--- src/sv/zs_pkg.sv ---
`timescale 1ns / 1ps
// Shared types, widths and constants of the Z to S conversion core.
package zs_pkg;

  // Port widths.
  localparam int ZW = 32;          // impedance words and reference registers
  localparam int SW = 32;          // scattering parts
  localparam int CFG_IDX_W = 4;    // configuration register index

  // Internal widths.
  localparam int AW = ZW + 1;      // z + ref sums
  localparam int GW = ZW + 2;      // signed 2*g, g up to 2^31
  localparam int DW = 2 * AW + 2;  // denominator and numerators
  localparam int XW = 2 * DW + 1;  // N * conj(D) parts and |D|^2

  // Pipeline depths.
  localparam int MUL_LAT = 4;
  localparam int QB = SW + 1;      // quotient bits kept before clipping
  localparam int DIV_LAT = QB + 2;
  localparam int ROOT_STEPS = 32;

  // Parameter defaults.
  localparam int Z_FRAC_BITS_DEF = 16;
  localparam int S_FRAC_BITS_DEF = 24;

  // Configuration register indexes.
  localparam logic [CFG_IDX_W-1:0] REG_REF1_RE = 4'd0;
  localparam logic [CFG_IDX_W-1:0] REG_REF1_IM = 4'd1;
  localparam logic [CFG_IDX_W-1:0] REG_REF2_RE = 4'd2;
  localparam logic [CFG_IDX_W-1:0] REG_REF2_IM = 4'd3;

  typedef enum logic [1:0] {
    GAIN_IDLE,
    GAIN_MUL,
    GAIN_ROOT
  } zs_gain_state_t;

  typedef struct packed {
    logic signed [ZW-1:0] r1_re;
    logic signed [ZW-1:0] r1_im;
    logic signed [ZW-1:0] r2_re;
    logic signed [ZW-1:0] r2_im;
  } zs_ref_t;

  typedef struct packed {
    logic signed [GW-1:0] g12;     // 2 sgn(Re z1) g
    logic signed [GW-1:0] g21;     // 2 sgn(Re z2) g
    logic                 ref_zero;
    logic                 busy;
  } zs_gain_t;

  typedef struct packed {
    logic signed [AW-1:0] a_re;
    logic signed [AW-1:0] a_im;
    logic signed [AW-1:0] b_re;
    logic signed [AW-1:0] b_im;
    logic signed [AW-1:0] c_re;
    logic signed [AW-1:0] c_im;
    logic signed [AW-1:0] e_re;
    logic signed [AW-1:0] e_im;
    logic signed [ZW-1:0] z12_re;
    logic signed [ZW-1:0] z12_im;
    logic signed [ZW-1:0] z21_re;
    logic signed [ZW-1:0] z21_im;
  } zs_op_t;

  typedef struct packed {
    logic [7:0][SW-1:0] s;         // s11 re/im, s12, s21, s22
    logic               invalid;
    logic               saturated;
  } zs_res_t;

endpackage

--- src/sv/zs_gain.sv ---
`timescale 1ns / 1ps
// Sequential square root of |Re z1|*|Re z2| giving the transfer-term gains.
module zs_gain (
  input  logic                         clk,
  input  logic                         rst,
  input  logic                         cfg_wr,
  input  logic signed [zs_pkg::ZW-1:0] r1_re,
  input  logic signed [zs_pkg::ZW-1:0] r2_re,
  output zs_pkg::zs_gain_t             gain
);

  localparam int ZW = zs_pkg::ZW;
  localparam int GW = zs_pkg::GW;
  localparam int CW = $clog2(zs_pkg::ROOT_STEPS);

  zs_pkg::zs_gain_state_t state;
  zs_pkg::zs_gain_state_t state_next;

  logic [2*ZW-1:0] rad;
  logic [2*ZW-1:0] res;
  logic [2*ZW-1:0] bitv;
  logic [CW-1:0]   cnt;
  logic [ZW-1:0]   m1;
  logic [ZW-1:0]   m2;
  logic [2*ZW-1:0] trial;
  logic [GW-1:0]   g2;

  always_ff @(posedge clk) begin
    if (rst) begin
      state <= zs_pkg::GAIN_MUL;
    end else begin
      state <= state_next;
    end
  end

  always_comb begin
    state_next = state;
    case (state)
      zs_pkg::GAIN_MUL: begin
        state_next = zs_pkg::GAIN_ROOT;
      end
      zs_pkg::GAIN_ROOT: begin
        if (cnt == CW'(zs_pkg::ROOT_STEPS - 1)) begin
          state_next = zs_pkg::GAIN_IDLE;
        end
      end
      default: begin
        state_next = state;
      end
    endcase
    if (cfg_wr) begin
      state_next = zs_pkg::GAIN_MUL;
    end
  end

  always_comb begin
    m1    = r1_re[ZW-1] ? ZW'(-r1_re) : ZW'(r1_re);
    m2    = r2_re[ZW-1] ? ZW'(-r2_re) : ZW'(r2_re);
    trial = res + bitv;
  end

  always_ff @(posedge clk) begin
    if (state == zs_pkg::GAIN_MUL) begin
      rad  <= m1 * m2;
      res  <= '0;
      bitv <= (2*ZW)'(1) << (2 * ZW - 2);
      cnt  <= '0;
    end else if (state == zs_pkg::GAIN_ROOT) begin
      if (rad >= trial) begin
        rad <= rad - trial;
        res <= (res >> 1) + bitv;
      end else begin
        res <= res >> 1;
      end
      bitv <= bitv >> 2;
      cnt  <= cnt + CW'(1);
    end
  end

  always_comb begin
    g2            = GW'({res[ZW-1:0], 1'b0});
    gain.g12      = r1_re[ZW-1] ? -$signed(g2) : $signed(g2);
    gain.g21      = r2_re[ZW-1] ? -$signed(g2) : $signed(g2);
    gain.ref_zero = (r1_re == '0) || (r2_re == '0);
    gain.busy     = (state != zs_pkg::GAIN_IDLE);
  end

endmodule

--- config.mk ---
export PLATFORM = sky130hd
export DESIGN_NAME = zs_gain
export DESIGN_NICKNAME = d
export VERILOG_FILES = /design/src/sv/zs_pkg.sv /design/src/sv/zs_gain.sv
export SDC_FILE = /design/constraint.sdc
export NUM_CORES = 2
export LEC_CHECK = 0
export BUFFER_PORTS_ARGS = -buffer_cell sky130_fd_sc_hd__buf_2
export CAP_MARGIN = 30
export CORE_AREA = 2 2 335 503
export CTS_CLUSTER_DIAMETER = 120
export DETAILED_ROUTE_END_ITERATION = 16
export DIE_AREA = 0 0 337 505
export GPL_ROUTABILITY_DRIVEN = 0
export GPL_TIMING_DRIVEN = 0
export PLACE_DENSITY = 0.42
export RECOVER_POWER = 100
export REMOVE_ABC_BUFFERS = 1
export SLEW_MARGIN = 20
export SYNTH_ARGS = -nofsm -noshare
export SYNTH_HDL_FRONTEND = slang
export SYNTH_SLANG_ARGS = --single-unit
--- constraint.sdc ---
create_clock -name clk -period 27 [get_ports clk]
set_clock_uncertainty 0.2 [all_clocks]
set_input_delay 0 -clock clk [delete_from_list [all_inputs] [get_ports clk]]
set_output_delay 0 -clock clk [all_outputs]
set_load 0.02 [all_outputs]
==> impl_metrics.py <==
metrics = {
    "floorplan": {
        "die_h_um": 505,
        "core_um2": 166000,
        "dieArea_um2": 170000,
        "io_pins": 137,
        "fp.dieW_um": 337,
        "std_cell_rows": 183,
        "start_util": 0.299,
    },
    "sta": {
        "worst_slew_pin_slew_ns": 2.79,
        "setup_viol_count_final": 0,
        "maxSlewHeadroom": -0.863,
        "max_freq_ghz": 0.0757,
        "rsz0062_at_grt": "no",
        "setup_tns_ns": 0,
        "period_needed_ns": 13.21,
        "finalCritPeriodShare": 0.489,
        "hold_viol_final": 0,
        "slew_viol_final": 305,
    },
    "yosys": {
        "syn-instance-count": 5974,
        "synth_top_cell_area_share": 0.362,
        "syn-cell-area_um2": 49600,
        "async_flop_share": 0,
        "ys_types": 83,
        "syn_avg_cell_area_um2": 8.30,
        "ys.flop_type": "dfxtp_1",
        "ys_seq_area_frac": 0.0804,
        "yosysMostFrequentCell": "inv_1",
        "synth_common_cells": "926 x inv_1, 897 x fa_1, 800 x nor2_1",
        "synth_largest_area_cell": "fa_1",
        "yosys_warnings": 0,
        "ys_seq_elements": 167,
        "netlist_top_cells_area": "fa_1 36%, ha_1 10%, inv_1 7.0%",
        "synth-edff-count": 64,
    },
    "global_routing": {
        "overflow": 0,
        "grt_pass1_vias": 45000,
        "grt_pass1_wl_mm": 277,
        "antenna_found_initial": 5,
        "track_usage": 0.217,
        "grt_max_degree": 64,
    },
    "setup_path": {
        "endpoint_kind": "flip-flop",
        "required_ns": 27.13,
        "cpMaxStageDelayCell": "clkbuf_1",
        "worstPathMaxFanout": 23,
        "crit_type": "input pin to flip-flop",
        "worstPathArrival_ns": 13.34,
        "max_stage_delay_ns": 1.41,
        "cp_common_cell": "fa_1",
        "cp-start-kind": "input pin",
    },
    "routing": {
        "via_per_inst": 5.01,
        "post_drt_wl_per_cell_um": 22.3,
        "antenna_left": 0,
        "drc_errors": 0,
        "drt_iter0_markers": 2163,
        "drtPass1Iterations": 8,
        "drt_wl_total_mm": 183,
        "vias": 41200,
    },
    "outcome": {
        "status": "finished with violations",
        "failed_checks": "max-capacitance violations, max-slew violations",
    },
    "clock_network": {
        "numCtsBuffers": 17,
        "cts.clk_slew.worst_paths_ns": 0.07,
        "ctsHtreeMaxLevel": 4,
        "cts_tree": "yes",
        "cts-root-buf": "clkbuf_16",
        "cts.sinks": 167,
        "worstSkewPairLatency_ns": 0.48,
        "cts_max_path_buffers": 2,
    },
    "cells_and_area": {
        "fillCellCount": 17500,
        "area_growth_pct": 13.1,
        "final_nets": 7342,
        "drive_above_1_share": 0.0654,
    },
    "run": {
        "cap_violations": 8,
    },
    "place": {
        "dp_hpwl_mm": 155,
        "port_buffers": 134,
    },
    "hold_path": {
        "worstHoldPathType": "input pin to flip-flop",
    },
}
[area by class of cell]
class	instances	area, um2	share of cell area
Sequential cell	167	3980	0.0710
Antenna cell	1	2.50	0.0000446
Inverter	927	3480	0.0621
Timing Repair Buffer	292	3000	0.0534
Multi-Input combinational cell	4572	42300	0.754
Clock buffer	21	480	0.00857
Clock inverter	11	82.6	0.00147
Tap cell	2220	2780	0.0495
[per-stage QoR]
| stage | cells | util | hold slack (ns) | cell area, um2 | setup WS (ns) |
|---|---|---|---|---|---|
| finish | 8211 | 0.339 | 0.0572 | 56100 | 13.79 |
| global route | 8211 | 0.339 | 0.0420 | 56100 | 13.47 |
| CTS | 8206 | 0.341 | 0.0164 | 56400 | 15.01 |
| detailed placement | 8171 | 0.337 | -0.00725 | 55800 | 14.49 |
| global placement | 8020 | 0.313 | -0.00852 | 51800 | 6.87 |
| floorplan | 5666 | - | -0.124 | 48400 | 15.75 |
[layer usage]
metal,vias to the layer above,track usage,wire length (um)
met5,-,0,57
met4,8,0.0969,9180
met3,314,0.0148,5740
met2,934,0.406,96300
met1,20900,0.250,71700
li1,19000,-,-
[registers in the layout (all words and copies together) (netlist names)]
signal  count
cnt         5
state       2
rad        64
bitv       32
res        64
[cells by family after synthesis]
logic type / after synthesis / synth area share
other cells: 1 / 0.0000757
buf+inv: 1236 / 0.0947
compound gates: 910 / 0.117
flops: 167 / 0.0804
fa+ha+maj: 1298 / 0.464
xor+xnor: 373 / 0.0670
simple gates: 1930 / 0.165
mux: 59 / 0.0120
[cell usage in the layout (no fill, tap or decap), types with 56 or more instances in the layout]
cell type / n
mux2i_1: 56
xor2_1: 103
clkbuf_1: 83
nor2_1: 800
buf_2: 64
inv_1: 924
dfxtp_1: 103
buf_6: 65
ha_1: 401
a31oi_1: 69
edfxtp_1: 64
nand3_1: 58
a21o_1: 83
nand4_1: 57
nand2_1: 747
xnor2_1: 164
fa_1: 897
a21oi_1: 200
o21ai_0: 248
[critical path: cells and delay by family]
kind | cells | cell delay (ns)
adders and majority gates | 10 | 4.63
muxes | 1 | 0.38
xor gates and xnor gates | 1 | 0.73
and+or+nand+nor | 2 | 0.58
AOI/OAI and AO/OA | 11 | 3.54
buffers and inverters | 7 | 3.43
[what timing repair did]
item,in CTS,in global routing
hold buffers,3,0
setup buffers,0,0
endpoints found under the hold margin,2,0
resized for setup,0,0
[final timing paths]
kind / from / depth (start not counted) / slack (ns) / to
worst max-delay path: r2_re[0] / 32 / 13.79 / rad[62]
worst min-delay path: r1_re[0] / 3 / 0.06 / rad[0]
worst max register to register: res[14] / 25 / 14.68 / rad[54]
worst min register to register: cnt[4] / 2 / 0.31 / cnt[4]
Power is left out: the tool's default activity adds up to more than one toggle a clock period on the data nets, which glitch-free logic cannot reach.
