$ cat src/sv/zs_pkg.sv
`timescale 1ns / 1ps
// Shared types, widths and constants of the Z to S conversion core.
package zs_pkg;

  // Port widths.
  localparam int ZW = 32;          // impedance words and reference registers
  localparam int SW = 32;          // scattering parts
  localparam int CFG_IDX_W = 4;    // configuration register index

  // Internal widths.
  localparam int AW = ZW + 1;      // z + ref sums
  localparam int GW = ZW + 2;      // signed 2*g, g up to 2^31
  localparam int DW = 2 * AW + 2;  // denominator and numerators
  localparam int XW = 2 * DW + 1;  // N * conj(D) parts and |D|^2

  // Pipeline depths.
  localparam int MUL_LAT = 4;
  localparam int QB = SW + 1;      // quotient bits kept before clipping
  localparam int DIV_LAT = QB + 2;
  localparam int ROOT_STEPS = 32;

  // Parameter defaults.
  localparam int Z_FRAC_BITS_DEF = 16;
  localparam int S_FRAC_BITS_DEF = 24;

  // Configuration register indexes.
  localparam logic [CFG_IDX_W-1:0] REG_REF1_RE = 4'd0;
  localparam logic [CFG_IDX_W-1:0] REG_REF1_IM = 4'd1;
  localparam logic [CFG_IDX_W-1:0] REG_REF2_RE = 4'd2;
  localparam logic [CFG_IDX_W-1:0] REG_REF2_IM = 4'd3;

  typedef enum logic [1:0] {
    GAIN_IDLE,
    GAIN_MUL,
    GAIN_ROOT
  } zs_gain_state_t;

  typedef struct packed {
    logic signed [ZW-1:0] r1_re;
    logic signed [ZW-1:0] r1_im;
    logic signed [ZW-1:0] r2_re;
    logic signed [ZW-1:0] r2_im;
  } zs_ref_t;

  typedef struct packed {
    logic signed [GW-1:0] g12;     // 2 sgn(Re z1) g
    logic signed [GW-1:0] g21;     // 2 sgn(Re z2) g
    logic                 ref_zero;
    logic                 busy;
  } zs_gain_t;

  typedef struct packed {
    logic signed [AW-1:0] a_re;
    logic signed [AW-1:0] a_im;
    logic signed [AW-1:0] b_re;
    logic signed [AW-1:0] b_im;
    logic signed [AW-1:0] c_re;
    logic signed [AW-1:0] c_im;
    logic signed [AW-1:0] e_re;
    logic signed [AW-1:0] e_im;
    logic signed [ZW-1:0] z12_re;
    logic signed [ZW-1:0] z12_im;
    logic signed [ZW-1:0] z21_re;
    logic signed [ZW-1:0] z21_im;
  } zs_op_t;

  typedef struct packed {
    logic [7:0][SW-1:0] s;         // s11 re/im, s12, s21, s22
    logic               invalid;
    logic               saturated;
  } zs_res_t;

endpackage

$ cat src/sv/zs_front.sv
`timescale 1ns / 1ps
// Front end: takes a word, forms the port sums and queues them for the back end.
module zs_front (
  input  logic                         clk,
  input  logic                         rst,
  input  logic                         start,
  input  logic                         hold,
  input  zs_pkg::zs_ref_t              refs,
  input  logic signed [zs_pkg::ZW-1:0] z11_re,
  input  logic signed [zs_pkg::ZW-1:0] z11_im,
  input  logic signed [zs_pkg::ZW-1:0] z12_re,
  input  logic signed [zs_pkg::ZW-1:0] z12_im,
  input  logic signed [zs_pkg::ZW-1:0] z21_re,
  input  logic signed [zs_pkg::ZW-1:0] z21_im,
  input  logic signed [zs_pkg::ZW-1:0] z22_re,
  input  logic signed [zs_pkg::ZW-1:0] z22_im,
  output logic                         busy,
  output zs_pkg::zs_op_t               op,
  output logic                         op_valid
);

  localparam int AW = zs_pkg::AW;

  zs_pkg::zs_op_t mem [0:1];
  zs_pkg::zs_op_t wr_op;
  logic           wr_ptr;
  logic           rd_ptr;
  logic [1:0]     count;
  logic           push;
  logic           pop;

  always_comb begin
    busy = (count == 2'd2) || hold;
    push = start && !busy;
    pop  = (count != 2'd0);

    wr_op.a_re   = AW'($signed(z11_re)) + AW'($signed(refs.r1_re));
    wr_op.a_im   = AW'($signed(z11_im)) + AW'($signed(refs.r1_im));
    wr_op.b_re   = AW'($signed(z22_re)) + AW'($signed(refs.r2_re));
    wr_op.b_im   = AW'($signed(z22_im)) + AW'($signed(refs.r2_im));
    wr_op.c_re   = AW'($signed(z11_re)) - AW'($signed(refs.r1_re));
    wr_op.c_im   = AW'($signed(z11_im)) + AW'($signed(refs.r1_im));
    wr_op.e_re   = AW'($signed(z22_re)) - AW'($signed(refs.r2_re));
    wr_op.e_im   = AW'($signed(z22_im)) + AW'($signed(refs.r2_im));
    wr_op.z12_re = z12_re;
    wr_op.z12_im = z12_im;
    wr_op.z21_re = z21_re;
    wr_op.z21_im = z21_im;
  end

  always_ff @(posedge clk) begin
    if (push) begin
      mem[wr_ptr] <= wr_op;
    end
    if (pop) begin
      op <= mem[rd_ptr];
    end
  end

  always_ff @(posedge clk) begin
    if (rst) begin
      wr_ptr   <= 1'b0;
      rd_ptr   <= 1'b0;
      count    <= 2'd0;
      op_valid <= 1'b0;
    end else begin
      op_valid <= pop;
      if (push) begin
        wr_ptr <= !wr_ptr;
      end
      if (pop) begin
        rd_ptr <= !rd_ptr;
      end
      count <= count + 2'(push) - 2'(pop);
    end
  end

endmodule

$ cat config.mk
export PLATFORM = sky130hd
export DESIGN_NAME = zs_front
export DESIGN_NICKNAME = d
export VERILOG_FILES = /design/src/sv/zs_pkg.sv /design/src/sv/zs_front.sv
export SDC_FILE = /design/constraint.sdc
export NUM_CORES = 1
export LEC_CHECK = 0
export ABC_AREA = 1
export ABC_CLOCK_PERIOD_IN_PS = 47000
export BUFFER_PORTS_ARGS = -buffer_cell sky130_fd_sc_hd__buf_2
export CAP_MARGIN = 20
export CORE_ASPECT_RATIO = 0.5
export CORE_MARGIN = 10
export CORE_UTILIZATION = 40
export DETAILED_ROUTE_END_ITERATION = 10
export PLACE_DENSITY_LB_ADDON = 0.08
export REMOVE_ABC_BUFFERS = 1
export SKIP_CTS_REPAIR_TIMING = 1
export SLEW_MARGIN = 10
export SYNTH_ARGS = -nofsm -noshare
export SYNTH_HDL_FRONTEND = slang
export SYNTH_SLANG_ARGS = --single-unit
$ cat constraint.sdc
create_clock -name clk -period 47 [get_ports clk]
set_clock_uncertainty 0.2 [all_clocks]
set_input_delay 9.4 -clock clk [delete_from_list [all_inputs] [get_ports clk]]
set_output_delay 9.4 -clock clk [all_outputs]
set_load 0.005 [all_outputs]
==> results.md <==
- Outcome: finished, final reports clean
- Worst-path clk slew: 60 ps
- WS Path Type: in2out
- RSZ-0062 raised after global routing: no
- Slew Limit Fails: 0
- Initial DRT Pass Iterations: 5
- Hold/Removal Path Class: reg2reg
- Final Util: 47.0%
- Nets@finish: 6479
- Core area: 0.121 mm^2
- Simple-gate share of the synthesized area: 23.1%
- Tot GR Track Use: 20.1%
- Sw power: 0.550 mW
- Final number of hold-violating endpoints: 0
- Pin count of the biggest net entering global routing: 169
- Final WS setup: 27660 ps
- DR vias/cell: 4.66
- Layout area overhead: 16.1%
- Maximum vdd drop: 0.0291 mV
- Clock sinks: 977
- Die height: 268 um
- Final worst-path cycle share: 41.2%
- Avg Cell Area, Syn: 9.45 um^2
- Seq/Total Area, Yosys: 59.7%
- Synth Instances: 5192
- Worst Path Required: 37400 ps
- Initial DRC Count: 1984
- Mapped Area: 0.0490 mm^2
- Largest family of logic cells by synthesized area: simple AND/OR/NAND/NOR gates
- Leakage: 26.7 nW
- GP Congestion: 0.924
- R2R setup slack: 43200 ps
- Max Cap Viol: 0
- Die W: 515 um
- Drt total wl: 142000 um
- Final number of setup-violating endpoints: 0
- Post-Place Cells: 7408
- CTS buffer count: 93
- Flop pwr share: 49.3%
- Max clock buf depth: 3
- Share of cells above drive strength 1: 18.3%
- Int Power: 1.54 mW
- Seq cells post-synth: 977
- Compound-Gate Fraction of Synth Area: 1.98%
- CP Capture Type: output port
- Post-synthesis adder-cell area fraction: 5.14%
- Multiplexer share of the synthesized area: 0%
- Max FO, Critical Path: 2
- Die ar.: 0.138 mm^2
- Sw Share: 26.4%
- WP data arrival: 9740 ps
- Final std cells w/o fill: 7590
- Slew headroom: 31.1%
- Clock power share: 36.7%
- Logic pwr share: 14.0%
- Gr ovfl total: 0
- Clock tree from TritonCTS: yes
- Worst Setup Start Kind: input pin
- Routed WL per cell: 18.8 um
- Post-Place Setup Slack: 27650 ps
- First-pass GRT wire length: 213000 um
- Root Driver: clkbuf_16
- Post-Route Setup TNS: 0 ps
- Initial Utilization: 40.5%
- Port Buf Inserts: 781
- Max H-tree Level: 3
- Power per cell area: 36.7 mW/mm^2
- Vias in the first global route: 35700
- Total number of vias: 35400
- Synth cell types: 37
- Post-synthesis xor/xnor area fraction: 1.71%
- HPWL after detailed placement: 108000 um
- Clk_lat worst skew: 690 ps
- Detail Route Antenna Nets: 0
- Min Tclk post-route: 19340 ps
- DRC: 0
- Io pins: 782
- Worst Max-Slew Pin Slew: 1030 ps
- Num rows: 90
- Initial antenna violation count: 27
- Max Fclk: 51.7 MHz
- Yosys warnings: 0
- Fillers: 11700
## state kept, by name, indices dropped and copies added (netlist names)
name	cells
mem	648
op_valid	1
op	324
wr_ptr	1
rd_ptr	1
count	2
## routing by layer
layer	up-vias	GRT usage (%)	wire, um
met4	12	6.89	4800
met2	611	38.2	76400
met5	-	0	67
met1	16700	22.5	55600
met3	231	3.52	5600
li1	17800	-	-
## critical path: stages
cell and delay, ps:
buf_2 100, inv_1 60, nand2_1 60, buf_2 120
## per-stage QoR
stage	total power, mW	cell area, um^2	hold WS, ps
finish	2.09	56900	251
CTS	2.11	56900	255
detailed placement	1.34	53800	244
floorplan	1.24	47700	223
global route	2.19	56900	300
global placement	1.34	53800	235
## Yosys cell counts
cell type	instances	share of area, %
inv_2	28	0.21
buf_2	36	0.37
nand2_2	31	0.40
dfxtp_1	5	0.20
o21ai_0	14	0.14
and2_1	8	0.10
a21oi_1	123	1.3
nor3b_1	1	0.015
nand4_1	24	0.31
clkbuf_1	35	0.27
o21ai_2	1	0.018
a21oi_2	6	0.11
clkbuf_2	2	0.020
nor3_2	15	0.31
inv_1	705	5.4
nand2_4	1	0.023
nand3b_1	2	0.031
o21bai_2	2	0.046
o21bai_1	24	0.37
nand3_2	13	0.27
nand2_1	2247	17
fa_1	6	0.24
buf_1	6	0.046
xnor2_1	10	0.18
xor2_1	86	1.5
edfxtp_1	972	60
nand3_1	152	1.6
ha_1	192	4.9
nor2_2	48	0.61
a21o_1	1	0.015
or2_1	2	0.026
o21ai_1	3	0.031
buf_4	86	1.3
nor3_1	23	0.23
nor2_4	6	0.14
nor2_1	244	1.9
buf_6	32	0.73
## final timing paths
kind,startpoint,to,cells after the start
max,hold,busy,4
min,count[1],count[1],2
max reg2reg,count[0],mem[0][253],7
min reg2reg,count[1],count[1],2
## layout make-up
type	count	area, um^2	share of cell area (%)
Clock inverter	60	647	1.14
Tap cell	1610	2010	3.54
Sequential cell	977	29300	51.5
Inverter	733	2770	4.86
Antenna cell	13	32.5	0.0571
Multi-Input combinational cell	3285	15700	27.5
Clock buffer	109	2430	4.27
Timing Repair Buffer	803	4090	7.18
## cell families (layout without fill, tap and decap cells)
family	Yosys count	count (layout)
AOI/OAI and AO/OA	174	174
xor gates and xnor gates	96	96
adders and majority gates	198	198
buffers and inverters	930	1705
DFF	977	977
other	0	13
and+or+nand+nor	2817	2817
## layout by cell type, fill, tap and decap left out, drive strengths merged, types with 5 or more instances in the layout
cell / count
bufinv: 10
clkinvlp: 5
edfxtp: 972
nand4: 24
xnor2: 10
clkbuf: 109
nor3: 38
o21bai: 26
buf: 803
dfxtp: 5
fa: 6
ha: 192
nand3: 165
xor2: 86
o21ai: 18
and2: 8
nor2: 298
diode: 13
nand2: 2279
inv: 737
a21oi: 129
clkinv: 41
## power by group through the flow
stage	clock network, mW	logic [mW]	registers, mW
6_report	0.765	0.293	1.03
5_1_grt	0.825	0.332	1.03
4_1_cts	0.788	0.297	1.03
3_5_place_dp	0	0.296	1.05
3_3_place_gp	0	0.292	1.05
2_1_floorplan	0	0.181	1.06
No activity file was read; power rests on OpenSTA's default activity.
